**config.mk**
```make
export PLATFORM = sky130hd
export DESIGN_NAME = packet_header_five_tuple_extractor_unit
export DESIGN_NICKNAME = d
export VERILOG_FILES = /design/src/hw/rtl/phfte_pkg.sv /design/src/hw/rtl/phfte_capture.sv /design/src/hw/rtl/packet_header_five_tuple_extractor_unit.sv
export SDC_FILE = /design/constraint.sdc
export NUM_CORES = 2
export LEC_CHECK = 0
export BUFFER_PORTS_ARGS = -buffer_cell sky130_fd_sc_hd__buf_2
export CAP_MARGIN = 10
export CORE_UTILIZATION = 25
export DETAILED_ROUTE_END_ITERATION = 10
export PLACE_DENSITY = 0.46
export SETUP_SLACK_MARGIN = 0.1
export SYNTH_ARGS = -nofsm -noshare
export SYNTH_HDL_FRONTEND = slang
export SYNTH_SLANG_ARGS = --single-unit
```
**constraint.sdc**
```tcl
create_clock -name clock -period 13.3 [get_ports clock]
set_input_delay 3.325 -clock clock [delete_from_list [all_inputs] [get_ports clock]]
set_output_delay 3.325 -clock clock [all_outputs]
set_load 0.05 [all_outputs]
```
**src/hw/rtl/phfte_pkg.sv**
```systemverilog
// Shared types and constants for the packet header five-tuple extractor.
// No dependencies; the capture stage and the top level refer to it by scoped names.
package phfte_pkg;

   localparam int PosWidth = 7;

   // Frame byte offsets and lengths.
   localparam logic [PosWidth-1:0] POS_MAX       = 7'd127;
   localparam logic [PosWidth-1:0] POS_ETYPE_HI  = 7'd12;
   localparam logic [PosWidth-1:0] POS_ETYPE_LO  = 7'd13;
   localparam logic [PosWidth-1:0] ETH_HDR_LEN   = 7'd14;
   localparam logic [PosWidth-1:0] IPV6_TS       = 7'd54;
   localparam logic [PosWidth-1:0] V4_POS_LEN_HI = 7'd16;
   localparam logic [PosWidth-1:0] V4_POS_LEN_LO = 7'd17;
   localparam logic [PosWidth-1:0] V4_POS_PROTO  = 7'd23;
   localparam logic [PosWidth-1:0] V6_POS_LEN_HI = 7'd18;
   localparam logic [PosWidth-1:0] V6_POS_LEN_LO = 7'd19;
   localparam logic [PosWidth-1:0] V6_POS_NEXT   = 7'd20;
   localparam logic [1:0]          IHL_SHIFT     = 2'd2;

   // EtherType values.
   localparam logic [15:0] ETYPE_IPV4 = 16'h0800;
   localparam logic [15:0] ETYPE_IPV6 = 16'h86DD;

   // IP kind codes.
   localparam logic [1:0] KIND_UNKNOWN = 2'd0;
   localparam logic [1:0] KIND_IPV4    = 2'd1;
   localparam logic [1:0] KIND_IPV6    = 2'd2;

   // Protocol numbers.
   localparam logic [7:0] PROTO_ICMP  = 8'd1;
   localparam logic [7:0] PROTO_IGMP  = 8'd2;
   localparam logic [7:0] PROTO_TCP   = 8'd6;
   localparam logic [7:0] PROTO_UDP   = 8'd17;
   localparam logic [7:0] PROTO_ICMP6 = 8'd58;

   // Protocol class codes.
   localparam logic [2:0] CLASS_TCP     = 3'd0;
   localparam logic [2:0] CLASS_UDP     = 3'd1;
   localparam logic [2:0] CLASS_ICMP    = 3'd2;
   localparam logic [2:0] CLASS_IGMP    = 3'd3;
   localparam logic [2:0] CLASS_ICMP6   = 3'd4;
   localparam logic [2:0] CLASS_UNKNOWN = 3'd5;

   // One five-tuple record as handed from the capture stage to the result register.
   typedef struct packed {
      logic [1:0]  ip_kind;
      logic [63:0] src_addr_high;
      logic [63:0] src_addr_low;
      logic [63:0] dst_addr_high;
      logic [63:0] dst_addr_low;
      logic [15:0] src_port;
      logic [15:0] dst_port;
      logic        ports_valid;
      logic [2:0]  protocol_class;
      logic [15:0] ip_length;
      logic        truncated;
   } record_type;

endpackage

```
**src/hw/rtl/phfte_capture.sv**
```systemverilog
// Per-frame capture state of the five-tuple extractor and the record built from it.
// Depends on phfte_pkg for offsets, codes and the record type.
module phfte_capture (
   input  logic                   clock,
   input  logic                   reset,
   input  logic                   step,
   input  logic [7:0]             data_byte,
   input  logic                   last,
   output phfte_pkg::record_type  record
);

   logic [6:0]  pos_ff,   pos_in;
   logic [15:0] etype_ff, etype_in;
   logic [1:0]  kind_ff,  kind_in;
   logic [6:0]  ts_ff,    ts_in;
   logic [7:0]  proto_ff, proto_in;
   logic [63:0] src_hi_ff, src_hi_in, src_lo_ff, src_lo_in;
   logic [63:0] dst_hi_ff, dst_hi_in, dst_lo_ff, dst_lo_in;
   logic [15:0] len_ff,   len_in;
   logic [15:0] sport_ff, sport_in;
   logic [15:0] dport_ff, dport_in;

   // Values after this byte is applied, before the end-of-frame clear.
   logic [15:0] etype_upd;
   logic [1:0]  kind_upd;
   logic [6:0]  ts_upd;
   logic [7:0]  proto_upd;
   logic [63:0] src_hi_upd, src_lo_upd, dst_hi_upd, dst_lo_upd;
   logic [15:0] len_upd, sport_upd, dport_upd;
   logic [6:0]  p;
   logic [7:0]  n, ts_end;
   logic        v4, v6, tu, in_ports;
   logic        have_len, have_proto, have_src, have_dst, have_ports;
   logic [7:0]  prot;

   assign p = pos_ff;

   // Field capture for the current byte.
   always_comb begin
      etype_upd  = etype_ff;
      kind_upd   = kind_ff;
      ts_upd     = ts_ff;
      proto_upd  = proto_ff;
      src_hi_upd = src_hi_ff;
      src_lo_upd = src_lo_ff;
      dst_hi_upd = dst_hi_ff;
      dst_lo_upd = dst_lo_ff;
      len_upd    = len_ff;
      sport_upd  = sport_ff;
      dport_upd  = dport_ff;

      // EtherType and header kind.
      if (p == phfte_pkg::POS_ETYPE_HI) begin
         etype_upd = {data_byte, 8'h00};
      end
      if (p == phfte_pkg::POS_ETYPE_LO) begin
         etype_upd = {etype_ff[15:8], etype_ff[7:0] | data_byte};
         if (etype_upd == phfte_pkg::ETYPE_IPV4) begin
            kind_upd = phfte_pkg::KIND_IPV4;
         end else if (etype_upd == phfte_pkg::ETYPE_IPV6) begin
            kind_upd = phfte_pkg::KIND_IPV6;
            ts_upd   = phfte_pkg::IPV6_TS;
         end else begin
            kind_upd = phfte_pkg::KIND_UNKNOWN;
         end
      end

      // IP header fields.
      if (kind_upd == phfte_pkg::KIND_IPV4) begin
         if (p == phfte_pkg::ETH_HDR_LEN) begin
            ts_upd = phfte_pkg::ETH_HDR_LEN + ({3'b000, data_byte[3:0]} << phfte_pkg::IHL_SHIFT);
         end
         if (p == phfte_pkg::V4_POS_LEN_HI) len_upd = {data_byte, 8'h00};
         if (p == phfte_pkg::V4_POS_LEN_LO) len_upd = {len_ff[15:8], len_ff[7:0] | data_byte};
         if (p == phfte_pkg::V4_POS_PROTO)  proto_upd = data_byte;
         if (p >= 7'd26 && p <= 7'd29) src_lo_upd = {src_lo_ff[55:0], data_byte};
         if (p >= 7'd30 && p <= 7'd33) dst_lo_upd = {dst_lo_ff[55:0], data_byte};
      end else if (kind_upd == phfte_pkg::KIND_IPV6) begin
         if (p == phfte_pkg::V6_POS_LEN_HI) len_upd = {data_byte, 8'h00};
         if (p == phfte_pkg::V6_POS_LEN_LO) len_upd = {len_ff[15:8], len_ff[7:0] | data_byte};
         if (p == phfte_pkg::V6_POS_NEXT)   proto_upd = data_byte;
         if (p >= 7'd22 && p <= 7'd29) src_hi_upd = {src_hi_ff[55:0], data_byte};
         if (p >= 7'd30 && p <= 7'd37) src_lo_upd = {src_lo_ff[55:0], data_byte};
         if (p >= 7'd38 && p <= 7'd45) dst_hi_upd = {dst_hi_ff[55:0], data_byte};
         if (p >= 7'd46 && p <= 7'd53) dst_lo_upd = {dst_lo_ff[55:0], data_byte};
      end

      // Transport ports: the first four bytes after the IP header.
      ts_end   = {1'b0, ts_upd} + 8'd4;
      in_ports = (kind_upd != phfte_pkg::KIND_UNKNOWN) && (p >= phfte_pkg::ETH_HDR_LEN)
                 && (p >= ts_upd) && ({1'b0, p} < ts_end);
      if (in_ports) begin
         if ({1'b0, p} < ({1'b0, ts_upd} + 8'd2)) begin
            sport_upd = {sport_ff[7:0], data_byte};
         end else begin
            dport_upd = {dport_ff[7:0], data_byte};
         end
      end
   end

   // Record for a frame that ends on this byte.
   always_comb begin
      n          = {1'b0, p} + 8'd1;
      v4         = (kind_upd == phfte_pkg::KIND_IPV4);
      v6         = (kind_upd == phfte_pkg::KIND_IPV6);
      have_len   = (v4 && n >= 8'd18) || (v6 && n >= 8'd20);
      have_proto = (v4 && n >= 8'd24) || (v6 && n >= 8'd21);
      have_src   = (v4 && n >= 8'd30) || (v6 && n >= 8'd38);
      have_dst   = (v4 && n >= 8'd34) || (v6 && n >= 8'd54);
      prot       = have_proto ? proto_upd : 8'd0;
      tu         = (prot == phfte_pkg::PROTO_TCP) || (prot == phfte_pkg::PROTO_UDP);
      have_ports = tu && (n >= ts_end);

      record.ip_kind       = kind_upd;
      record.src_addr_high = have_src ? src_hi_upd : 64'd0;
      record.src_addr_low  = have_src ? src_lo_upd : 64'd0;
      record.dst_addr_high = have_dst ? dst_hi_upd : 64'd0;
      record.dst_addr_low  = have_dst ? dst_lo_upd : 64'd0;
      record.src_port      = have_ports ? sport_upd : 16'd0;
      record.dst_port      = have_ports ? dport_upd : 16'd0;
      record.ports_valid   = have_ports;
      record.ip_length     = have_len ? len_upd : 16'd0;

      case (prot)
         phfte_pkg::PROTO_TCP:   record.protocol_class = phfte_pkg::CLASS_TCP;
         phfte_pkg::PROTO_UDP:   record.protocol_class = phfte_pkg::CLASS_UDP;
         phfte_pkg::PROTO_ICMP:  record.protocol_class = phfte_pkg::CLASS_ICMP;
         phfte_pkg::PROTO_IGMP:  record.protocol_class = phfte_pkg::CLASS_IGMP;
         phfte_pkg::PROTO_ICMP6: record.protocol_class = phfte_pkg::CLASS_ICMP6;
         default:                record.protocol_class = phfte_pkg::CLASS_UNKNOWN;
      endcase

      if (n < {1'b0, phfte_pkg::ETH_HDR_LEN}) begin
         record.truncated = 1'b1;
      end else if (v4 || v6) begin
         record.truncated = !have_dst || (tu && !have_ports);
      end else begin
         record.truncated = 1'b0;
      end
   end

   // Next state: hold when idle, clear at end of frame, else take the updated fields.
   always_comb begin
      pos_in    = pos_ff;
      etype_in  = etype_ff;
      kind_in   = kind_ff;
      ts_in     = ts_ff;
      proto_in  = proto_ff;
      src_hi_in = src_hi_ff;
      src_lo_in = src_lo_ff;
      dst_hi_in = dst_hi_ff;
      dst_lo_in = dst_lo_ff;
      len_in    = len_ff;
      sport_in  = sport_ff;
      dport_in  = dport_ff;
      if (step) begin
         if (last) begin
            pos_in    = '0;
            etype_in  = '0;
            kind_in   = phfte_pkg::KIND_UNKNOWN;
            ts_in     = '0;
            proto_in  = '0;
            src_hi_in = '0;
            src_lo_in = '0;
            dst_hi_in = '0;
            dst_lo_in = '0;
            len_in    = '0;
            sport_in  = '0;
            dport_in  = '0;
         end else begin
            pos_in    = (pos_ff != phfte_pkg::POS_MAX) ? pos_ff + 7'd1 : pos_ff;
            etype_in  = etype_upd;
            kind_in   = kind_upd;
            ts_in     = ts_upd;
            proto_in  = proto_upd;
            src_hi_in = src_hi_upd;
            src_lo_in = src_lo_upd;
            dst_hi_in = dst_hi_upd;
            dst_lo_in = dst_lo_upd;
            len_in    = len_upd;
            sport_in  = sport_upd;
            dport_in  = dport_upd;
         end
      end
   end

   // Capture registers.
   always_ff @(posedge clock) begin
      if (reset) begin
         pos_ff    <= '0;
         etype_ff  <= '0;
         kind_ff   <= phfte_pkg::KIND_UNKNOWN;
         ts_ff     <= '0;
         proto_ff  <= '0;
         src_hi_ff <= '0;
         src_lo_ff <= '0;
         dst_hi_ff <= '0;
         dst_lo_ff <= '0;
         len_ff    <= '0;
         sport_ff  <= '0;
         dport_ff  <= '0;
      end else begin
         pos_ff    <= pos_in;
         etype_ff  <= etype_in;
         kind_ff   <= kind_in;
         ts_ff     <= ts_in;
         proto_ff  <= proto_in;
         src_hi_ff <= src_hi_in;
         src_lo_ff <= src_lo_in;
         dst_hi_ff <= dst_hi_in;
         dst_lo_ff <= dst_lo_in;
         len_ff    <= len_in;
         sport_ff  <= sport_in;
         dport_ff  <= dport_in;
      end
   end

endmodule

```
**src/hw/rtl/packet_header_five_tuple_extractor_unit.sv**
```systemverilog
// Packet header five-tuple extractor: input register, capture stage, result register.
// Throughput: one frame byte per cycle through the single capture stage, except while a last byte is held.
// A last byte goes from the input register into the result register, which raises rsp_valid with its record.
// Bytes keep flowing while a record waits; only a last byte is held until the result frees.
// Synchronous active-high reset clears all per-frame state and empties both registers.
// Depends on phfte_pkg and phfte_capture.
module packet_header_five_tuple_extractor_unit (
   input  logic        clock,
   input  logic        reset,
   input  logic        req_valid,
   output logic        req_ready,
   input  logic [7:0]  req_data_byte,
   input  logic        req_last,
   output logic        rsp_valid,
   input  logic        rsp_ready,
   output logic [1:0]  rsp_ip_kind,
   output logic [63:0] rsp_src_addr_high,
   output logic [63:0] rsp_src_addr_low,
   output logic [63:0] rsp_dst_addr_high,
   output logic [63:0] rsp_dst_addr_low,
   output logic [15:0] rsp_src_port,
   output logic [15:0] rsp_dst_port,
   output logic        rsp_ports_valid,
   output logic [2:0]  rsp_protocol_class,
   output logic [15:0] rsp_ip_length,
   output logic        rsp_truncated
);

   logic                  in_valid_ff, in_valid_in;
   logic [7:0]            in_byte_ff;
   logic                  in_last_ff;
   logic                  rsp_valid_ff, rsp_valid_in;
   phfte_pkg::record_type rec_ff;
   phfte_pkg::record_type record;
   logic                  step;
   logic                  req_take;

   // A held item moves on unless it ends a frame while the result register is still full.
   assign step      = in_valid_ff && (!in_last_ff || !rsp_valid_ff || rsp_ready);
   assign req_ready = !in_valid_ff || step;
   assign req_take  = req_valid && req_ready;

   // Input register.
   assign in_valid_in = req_take ? 1'b1 : (step ? 1'b0 : in_valid_ff);

   always_ff @(posedge clock) begin
      if (reset) begin
         in_valid_ff <= 1'b0;
      end else begin
         in_valid_ff <= in_valid_in;
      end
   end

   always_ff @(posedge clock) begin
      if (req_take) begin
         in_byte_ff <= req_data_byte;
         in_last_ff <= req_last;
      end
   end

   // Frame capture and record assembly.
   phfte_capture u_capture (
      .clock     (clock),
      .reset     (reset),
      .step      (step),
      .data_byte (in_byte_ff),
      .last      (in_last_ff),
      .record    (record)
   );

   // Result register.
   assign rsp_valid_in = (step && in_last_ff) ? 1'b1 : (rsp_ready ? 1'b0 : rsp_valid_ff);

   always_ff @(posedge clock) begin
      if (reset) begin
         rsp_valid_ff <= 1'b0;
      end else begin
         rsp_valid_ff <= rsp_valid_in;
      end
   end

   always_ff @(posedge clock) begin
      if (step && in_last_ff) begin
         rec_ff <= record;
      end
   end

   assign rsp_valid          = rsp_valid_ff;
   assign rsp_ip_kind        = rec_ff.ip_kind;
   assign rsp_src_addr_high  = rec_ff.src_addr_high;
   assign rsp_src_addr_low   = rec_ff.src_addr_low;
   assign rsp_dst_addr_high  = rec_ff.dst_addr_high;
   assign rsp_dst_addr_low   = rec_ff.dst_addr_low;
   assign rsp_src_port       = rec_ff.src_port;
   assign rsp_dst_port       = rec_ff.dst_port;
   assign rsp_ports_valid    = rec_ff.ports_valid;
   assign rsp_protocol_class = rec_ff.protocol_class;
   assign rsp_ip_length      = rec_ff.ip_length;
   assign rsp_truncated      = rec_ff.truncated;

endmodule
```
# Yosys cells after proc, flatten, opt, wreduce, memory -nomap -nowiden
# Index checks and enable logic that the tools add are counted.
dict set report totals {
  reg_bits 666
  latch_bits 0
  ramBits 0
  mem_bits_ro 0
  input_bits 13
  memories 0
}
dict set report op_classes {
  n_addsub 5
  multipliers 0
  n_div 0
  order_cmp 24
  eq_ne 20
  n_shift 0
  n_mux 58
  n_bitwise 2
  reduce_logical 46
}
# operator n
set op_table {}
lappend op_table {{$mux 64} 18}
lappend op_table {{$mux 16} 16}
lappend op_table {{$mux 7} 8}
lappend op_table {{$mux 8} 6}
lappend op_table {{$eq 7x5->1 const B} 6}
lappend op_table {{$ge 8x5->1 const B} 5}
lappend op_table {{$le 7x6->1 const B} 4}
lappend op_table {{$ge 8x6->1 const B} 3}
lappend op_table {{$logic_and 1x1->1} 22}
lappend op_table {{$eq 7x4->1 const B} 3}
lappend op_table {{$ge 7x5->1 const B} 3}
lappend op_table {{$eq 16x12->1 const B} 1}
lappend op_table {{$eq 16x16->1 const B} 1}
lappend op_table {{$lt 7x8->1} 2}
lappend op_table {{$or 8x8->8} 2}
lappend op_table {{$pmux 3 s5} 1}
lappend op_table {{$ge 7x6->1 const B} 2}
lappend op_table {{$logic_or 1x1->1} 10}
lappend op_table {{$reduce_bool 2->1} 5}
lappend op_table {{$add 7x1->8 const B} 1}
lappend op_table {{$add 7x2->8 const B} 1}
lappend op_table {{$add 7x3->8 const B} 1}
lappend op_table {{$eq 8x1->1 const B} 1}
lappend op_table {{$eq 8x2->1 const B} 1}
lappend op_table {{other kinds (20)} 32}

# Longest topological paths before layout
dict set report logic_depth {
  depth_word 16
  mapped_depth 27
  mapped_depth_nobuf 21
}

# Modules after synthesis
# Synthesis repeated with hierarchy kept, for this count alone.
dict set report unflattened {
  hier_cells 2798
  area_unflattened_um2 27954.3
}
# module instances cells_each area_each_um2 seq_area_each_um2
set by_module_without_submodules {}
lappend by_module_without_submodules {phfte_capture 1 2466 18241.2 6886.6}
lappend by_module_without_submodules {packet_header_five_tuple_extractor_unit 1 332 9713.1 9649.3}

# Worst setup path before layout
# No wires, ideal clock.
dict set report synth_path {
  path_kind {input-to-reg}
  startpoint {input port rsp_ready}
  endpoint {register rec_ff (netlist bit rsp_dst_addr_high[0]), enable pin}
  setup_time_ps 662
  arrival_time_ps 9959
  path_slack_ps 2678
  stages 6
  n_path_buf 1
  cell_sequence {nor2b_1 -> nand2_1 -> and2_1 -> clkbuf_1 -> nand2_1 -> inv_1}
}
dict set report synth_between {
  elab_chain_len 3
}
# element line
set synth_rtl {}
lappend synth_rtl {{start, declared} packet_header_five_tuple_extractor_unit.sv:15} ;# input logic rsp_ready,
lappend synth_rtl {{$logic_or 1x1->1} packet_header_five_tuple_extractor_unit.sv:39} ;# assign step = in_valid_ff && (!in_last_ff || !rsp_valid_ff || rsp_ready);
lappend synth_rtl {{$logic_and 1x1->1} packet_header_five_tuple_extractor_unit.sv:39}
lappend synth_rtl {{$logic_and 1x1->1} packet_header_five_tuple_extractor_unit.sv:83} ;# if (step && in_last_ff) begin
lappend synth_rtl {{end signal, assigned} packet_header_five_tuple_extractor_unit.sv:84} ;# rec_ff <= record;
lappend synth_rtl {{end, declared} packet_header_five_tuple_extractor_unit.sv:33} ;# phfte_pkg::record_type rec_ff;
# Every way passes these cells.
# A chain may end at the register's enable or synchronous reset.

# Worst setup path in the final report
dict set report layout_path {
  startpoint {input port rsp_ready}
  endpoint {output port req_ready}
}
dict set report layout_between {
  elab_chain_len 3
}
# element line
set layout_rtl {}
lappend layout_rtl {{$logic_or 1x1->1} packet_header_five_tuple_extractor_unit.sv:39}
lappend layout_rtl {{$logic_and 1x1->1} packet_header_five_tuple_extractor_unit.sv:39}
lappend layout_rtl {{$logic_or 1x1->1} packet_header_five_tuple_extractor_unit.sv:40} ;# assign req_ready = !in_valid_ff || step;
lappend layout_rtl {{end, declared} packet_header_five_tuple_extractor_unit.sv:11} ;# output logic req_ready,
# Every way passes these cells.

==> out/results.env <==
MAXSLEWHEADROOM_PCT=16.4
GPL_WTD_CONG=0.770
CELL_CHAIN_CRITICAL_PATH='buf_2 > nor2b_1 > nand3_1 > buf_2'
STDCELL_COUNT=4677
GLOBAL_ROUTE_WIRE_LENGTH_BEFORE_REPAIR_MM=135
CRITICAL-PATH-TOP-CELL-BY-COUNT='sky130_fd_sc_hd__buf_2'
GLOBALROUTETOTALUTIL_PCT=15.4
CLOCK_SINK_COUNT=666
MAXIMUM_FANOUT_COUNT_ALONG_THE_CRITICAL_PATH=4
DRT.ANTENNA.VIOLATING_NETS=0
GRT_MAX_DEGREE=157
VIAS_PER_CELL=4.80
SYNTH_CELL_TYPES=65
DETAILEDROUTE.FIRSTITERATIONVIOLATIONS=1768
SLOWEST_CELL_ON_CRIT_PATH='sky130_fd_sc_hd__buf_2'
OUTCOME='finished clean'
PLACEABLECOREAREA_SQ_UM=111000
POWERDENSITY_nW_PER_UM2=133
COMBINED_FLIP_FLOP_AND_LATCH_CELL_AREA_SQ_UM=16500
MAX_CAPACITANCE_VIOLATION_COUNT=0
CLOCK_TREE.BUFFER_DEPTH=3
PLACEMENT.IO_BUFFERS=325
CTS.HTREE.LEVELS=3
NUMBER_OF_ENABLE_FLIP_FLOP_CELLS_AFTER_SYNTHESIS=320
SYNTH.AREA.TOP_CELLS='sky130_fd_sc_hd__edfxtp_1 (34%), sky130_fd_sc_hd__dfxtp_1 (25%), sky130_fd_sc_hd__nand2_1 (7.9%)'
VIA_COUNT_OF_THE_FIRST_GLOBAL_ROUTING_PASS=20800
SYNTH_WARNINGS=0
ROWS=122
DIEAREA_SQ_UM=114000
SYNTHTOLAYOUTAREAGROWTH_PCT=20.7
CTS_BUFS_INSERTED=82
POST_SYNTH_INST_COUNT=2908
PEAKVDDDROP_uV=71.9
SHARE_OF_LAYOUT_CELLS_ABOVE_DRIVE_STRENGTH_1_PCT=16.5
SYNTH_SEQUENTIAL_AREA_RATIO_PCT=58.9
MAX_CLOCK_FREQ_MHz=136
FLOORPLAN.IO_PINS=326
FINAL.FILL_COUNT=11600
FRACTION_OF_SYNTHESIS_FLOPS_USING_AN_ASYNCHRONOUS_SET_OR_RESET_PIN_PCT=0
SETUP_VIOL_COUNT_FINAL=0
HOLD_BUFFER_COUNT_AT_CTS=0
FINISH.INSTANCE_AREA_SQ_UM=33900
WORSTHOLDPATHCELLS=2
RR_ENDPOINT='u_capture.sport_ff[14]$_SDFFE_PP0P_'
ROUTE.DETAILED.WL_PER_INST_UM=19.2
FINAL.SETUP.TNS_NS=0
TIMING.CRITICAL_PATH.TO_TYPE='output pin'
REGTOREGSETUPSLACK_NS=6.16
PEAK_PER_STAGE_DELAY_ON_THE_CRITICAL_PATH_NS=0.23
TYPE_OF_THE_MOST_CRITICAL_HOLD_PATH='reg -> reg'
GLOBALROUTEOVERFLOWTOTAL=0
MULTI_INPUT_AREA_SQ_UM=10700
DETAIL_ROUTE.FIRST_PASS.ITERATIONS=5
WORSTREG2REGSTART='in_byte_ff[1]$_DFFE_PP_'
CRIT_ARRIVAL_NS=4.00
START_UTIL_PCT=25.3
WORSTSKEWPAIRLATENCY_NS=0.66
SYN_NETS=2957
ROOT_BUFFER='sky130_fd_sc_hd__clkbuf_16'
WL_MM=89.7
CTS_TREE='yes'
FINALHOLDWORSTSLACK_NS=0.445
TIMING.CLOCK.SKEW_NS=0.0283
YOSYS.AREA.TOP_TYPE='sky130_fd_sc_hd__edfxtp_1'
DIE-WIDTH_UM=337
WORSTPATHREQUIRED_NS=9.97
POST_CTS_RESIZED=0
HOLD_PATH_STARTPOINT='u_capture.etype_ff[13]$_SDFFE_PP0P_'
DRV_SLEW=0
R2R_CELLS=21
RSZ_0062_RAISED_AFTER_GLOBAL_ROUTING='false'
FINALCRITICALPERIOD_NS=7.33
CLOCK_TRANSITION_AT_PATH_REGS_NS=0.05
POWER_LEAKAGE_uW=0.0116
DPL_CELL_AREA_SQ_UM=31200
SYNTH_AREA_PER_CELL_SQ_UM=9.65
TIMING_WORST_SLEW_PIN_VALUE_NS=1.25
DIE_Y_UM=337
YS_FF_LATCH=666
POST_LAYOUT_NETS=3169
MIN_DELAY_WORST_ENDPOINT='u_capture.etype_ff[13]$_SDFFE_PP0P_'
PLACED_CELLS_INCL_TAPS=4524
ANTENNA_FOUND_INITIAL=2
ROUTE.DETAILED.DRC=0
WORSTSETUPSTARTPOINTTYPE='primary input'
SYNTH_LARGEST_TYPE_AREA_FRACTION_PCT=34.2
HPWLAFTERDP_MM=51.6
MAPPEDNETLISTAREA_SQ_UM=28100
FINAL_HOLD_VIOL_COUNT=0
VIA_COUNT_OF_THE_ROUTED_DESIGN=22400
SYNTH-MAIN-FF-CELL='sky130_fd_sc_hd__dfxtp_1'
POSTCTSSETUPBUFFERS=0
WORSTSETUPPATHTYPE='in -> out'
FINALCRITPERIODSHARE_PCT=55.1
[where the power goes]
part           internal [uW]  switching, uW
Combinational           16.8            104
Clock                   1340            910
Sequential              2150           4.44
[Yosys cell counts (4+ instances only)]
library cell	number
sky130_fd_sc_hd__nor2b_1	7
sky130_fd_sc_hd__and2_1	35
sky130_fd_sc_hd__nand4_1	6
sky130_fd_sc_hd__o21ai_1	8
sky130_fd_sc_hd__clkbuf_1	226
sky130_fd_sc_hd__a221o_1	15
sky130_fd_sc_hd__o2111ai_1	17
sky130_fd_sc_hd__a211oi_1	6
sky130_fd_sc_hd__edfxtp_1	320
sky130_fd_sc_hd__ha_1	36
sky130_fd_sc_hd__a22oi_1	291
sky130_fd_sc_hd__nand2_1	589
sky130_fd_sc_hd__dfxtp_1	346
sky130_fd_sc_hd__a31oi_1	6
sky130_fd_sc_hd__nand2b_1	11
sky130_fd_sc_hd__o21ai_0	23
sky130_fd_sc_hd__nand3_1	20
sky130_fd_sc_hd__nor2_1	360
sky130_fd_sc_hd__a21oi_1	332
sky130_fd_sc_hd__nand3b_1	4
sky130_fd_sc_hd__mux2i_1	9
sky130_fd_sc_hd__nor3_1	28
sky130_fd_sc_hd__xnor2_1	10
sky130_fd_sc_hd__o21a_1	4
sky130_fd_sc_hd__buf_1	11
sky130_fd_sc_hd__buf_2	8
sky130_fd_sc_hd__inv_1	28
sky130_fd_sc_hd__o31ai_1	37
sky130_fd_sc_hd__o211ai_1	54
[state kept, by name, indices dropped and copies added (netlist names), 8 cells and up]
register	count
u_capture.dst_hi_ff	64
rsp_dst_port	16
u_capture.dst_lo_ff	64
rsp_dst_addr_high	64
u_capture.proto_ff	8
rsp_ip_length	16
rsp_src_addr_high	64
rsp_src_addr_low	64
u_capture.dport_ff	16
u_capture.sport_ff	16
u_capture.len_ff	16
u_capture.src_lo_ff	64
u_capture.etype_ff	16
u_capture.src_hi_ff	64
rsp_dst_addr_low	64
rsp_src_port	16
in_byte_ff	8
[per-layer routing]
layer | up-vias | routed length (um) | GRT usage [%] | share of wire, %
li1 | 10800 | - | - | -
met1 | 11000 | 42400 | 21.9 | 47
met2 | 548 | 40800 | 23.4 | 46
met3 | 118 | 4490 | 2.82 | 5.0
met4 | 4 | 1970 | 4.64 | 2.2
met5 | - | 27 | 0 | 0.030
[cells by family (layout without fill, tap and decap cells)]
logic type	Yosys count	in the layout	synth area share, %
AND/OR/NAND/NOR	1087	1087	15.8
AO/OA/AOI/OAI	820	820	19.0
flip-flops	666	666	58.9
buffers and inverters	274	554	3.71
adder cells (fa/ha/maj)	38	38	1.68
XOR/XNOR	14	14	0.504
multiplexers	9	9	0.321
other	0	1	0
[how the worst max path moves through the flow]
stage                                 from  cells after the start  slack (ns)                            endpoint
6_report                         rsp_ready                      4        5.97                           req_ready
5_1_grt        u_capture.p[3]$_SDFFE_PP0P_                     18        5.59  u_capture.dport_ff[1]$_SDFFE_PP0P_
4_1_cts                          rsp_ready                      4        5.95                           req_ready
3_5_place_dp                     rsp_ready                      4        5.95                           req_ready
3_3_place_gp                     rsp_ready                      4        5.99                           req_ready
2_1_floorplan                    rsp_ready                      6        2.68  rsp_dst_addr_high[0]$_SDFFCE_PN0P_
[per-stage QoR]
stage / total power [uW] / worst slack, ns / util, %
CTS: 4600 / 5.95 / 30.5
global route: 4690 / 5.59 / 30.5
global placement: 2320 / 5.99 / 28.1
detailed placement: 2320 / 5.95 / 28.1
finish: 4520 / 5.97 / 30.5
floorplan: 2280 / 2.68 / -
[worst max-delay path, delay by kind of cell]
kind / cells / cell delay, ns
AND/OR/NAND/NOR: 2 / 0.35
buffers and inverters: 2 / 0.32
[layout by cell type (no fill, tap or decap), types with 48 or more instances in the layout]
cell type                   Yosys  final
sky130_fd_sc_hd__a21oi_1      332    330
sky130_fd_sc_hd__dfxtp_1      346    346
sky130_fd_sc_hd__clkbuf_16      0     84
sky130_fd_sc_hd__buf_4          1     48
sky130_fd_sc_hd__o211ai_1      54     54
sky130_fd_sc_hd__edfxtp_1     320    320
sky130_fd_sc_hd__buf_2          8    324
sky130_fd_sc_hd__a22oi_1      291    291
sky130_fd_sc_hd__nand2_1      589    588
sky130_fd_sc_hd__nor2_1       360    354
[cell type report]
class | count | area share, %
Inverter | 28 | 0.332
Timing Repair Buffer | 374 | 5.95
Sequential cell | 666 | 48.8
Multi-Input combinational cell | 1968 | 31.4
Tap cell | 1488 | 5.50
Clock inverter | 27 | 0.912
Antenna cell | 1 | 0.00739
Clock buffer | 125 | 7.04
No activity file was read; power rests on OpenSTA's default activity.
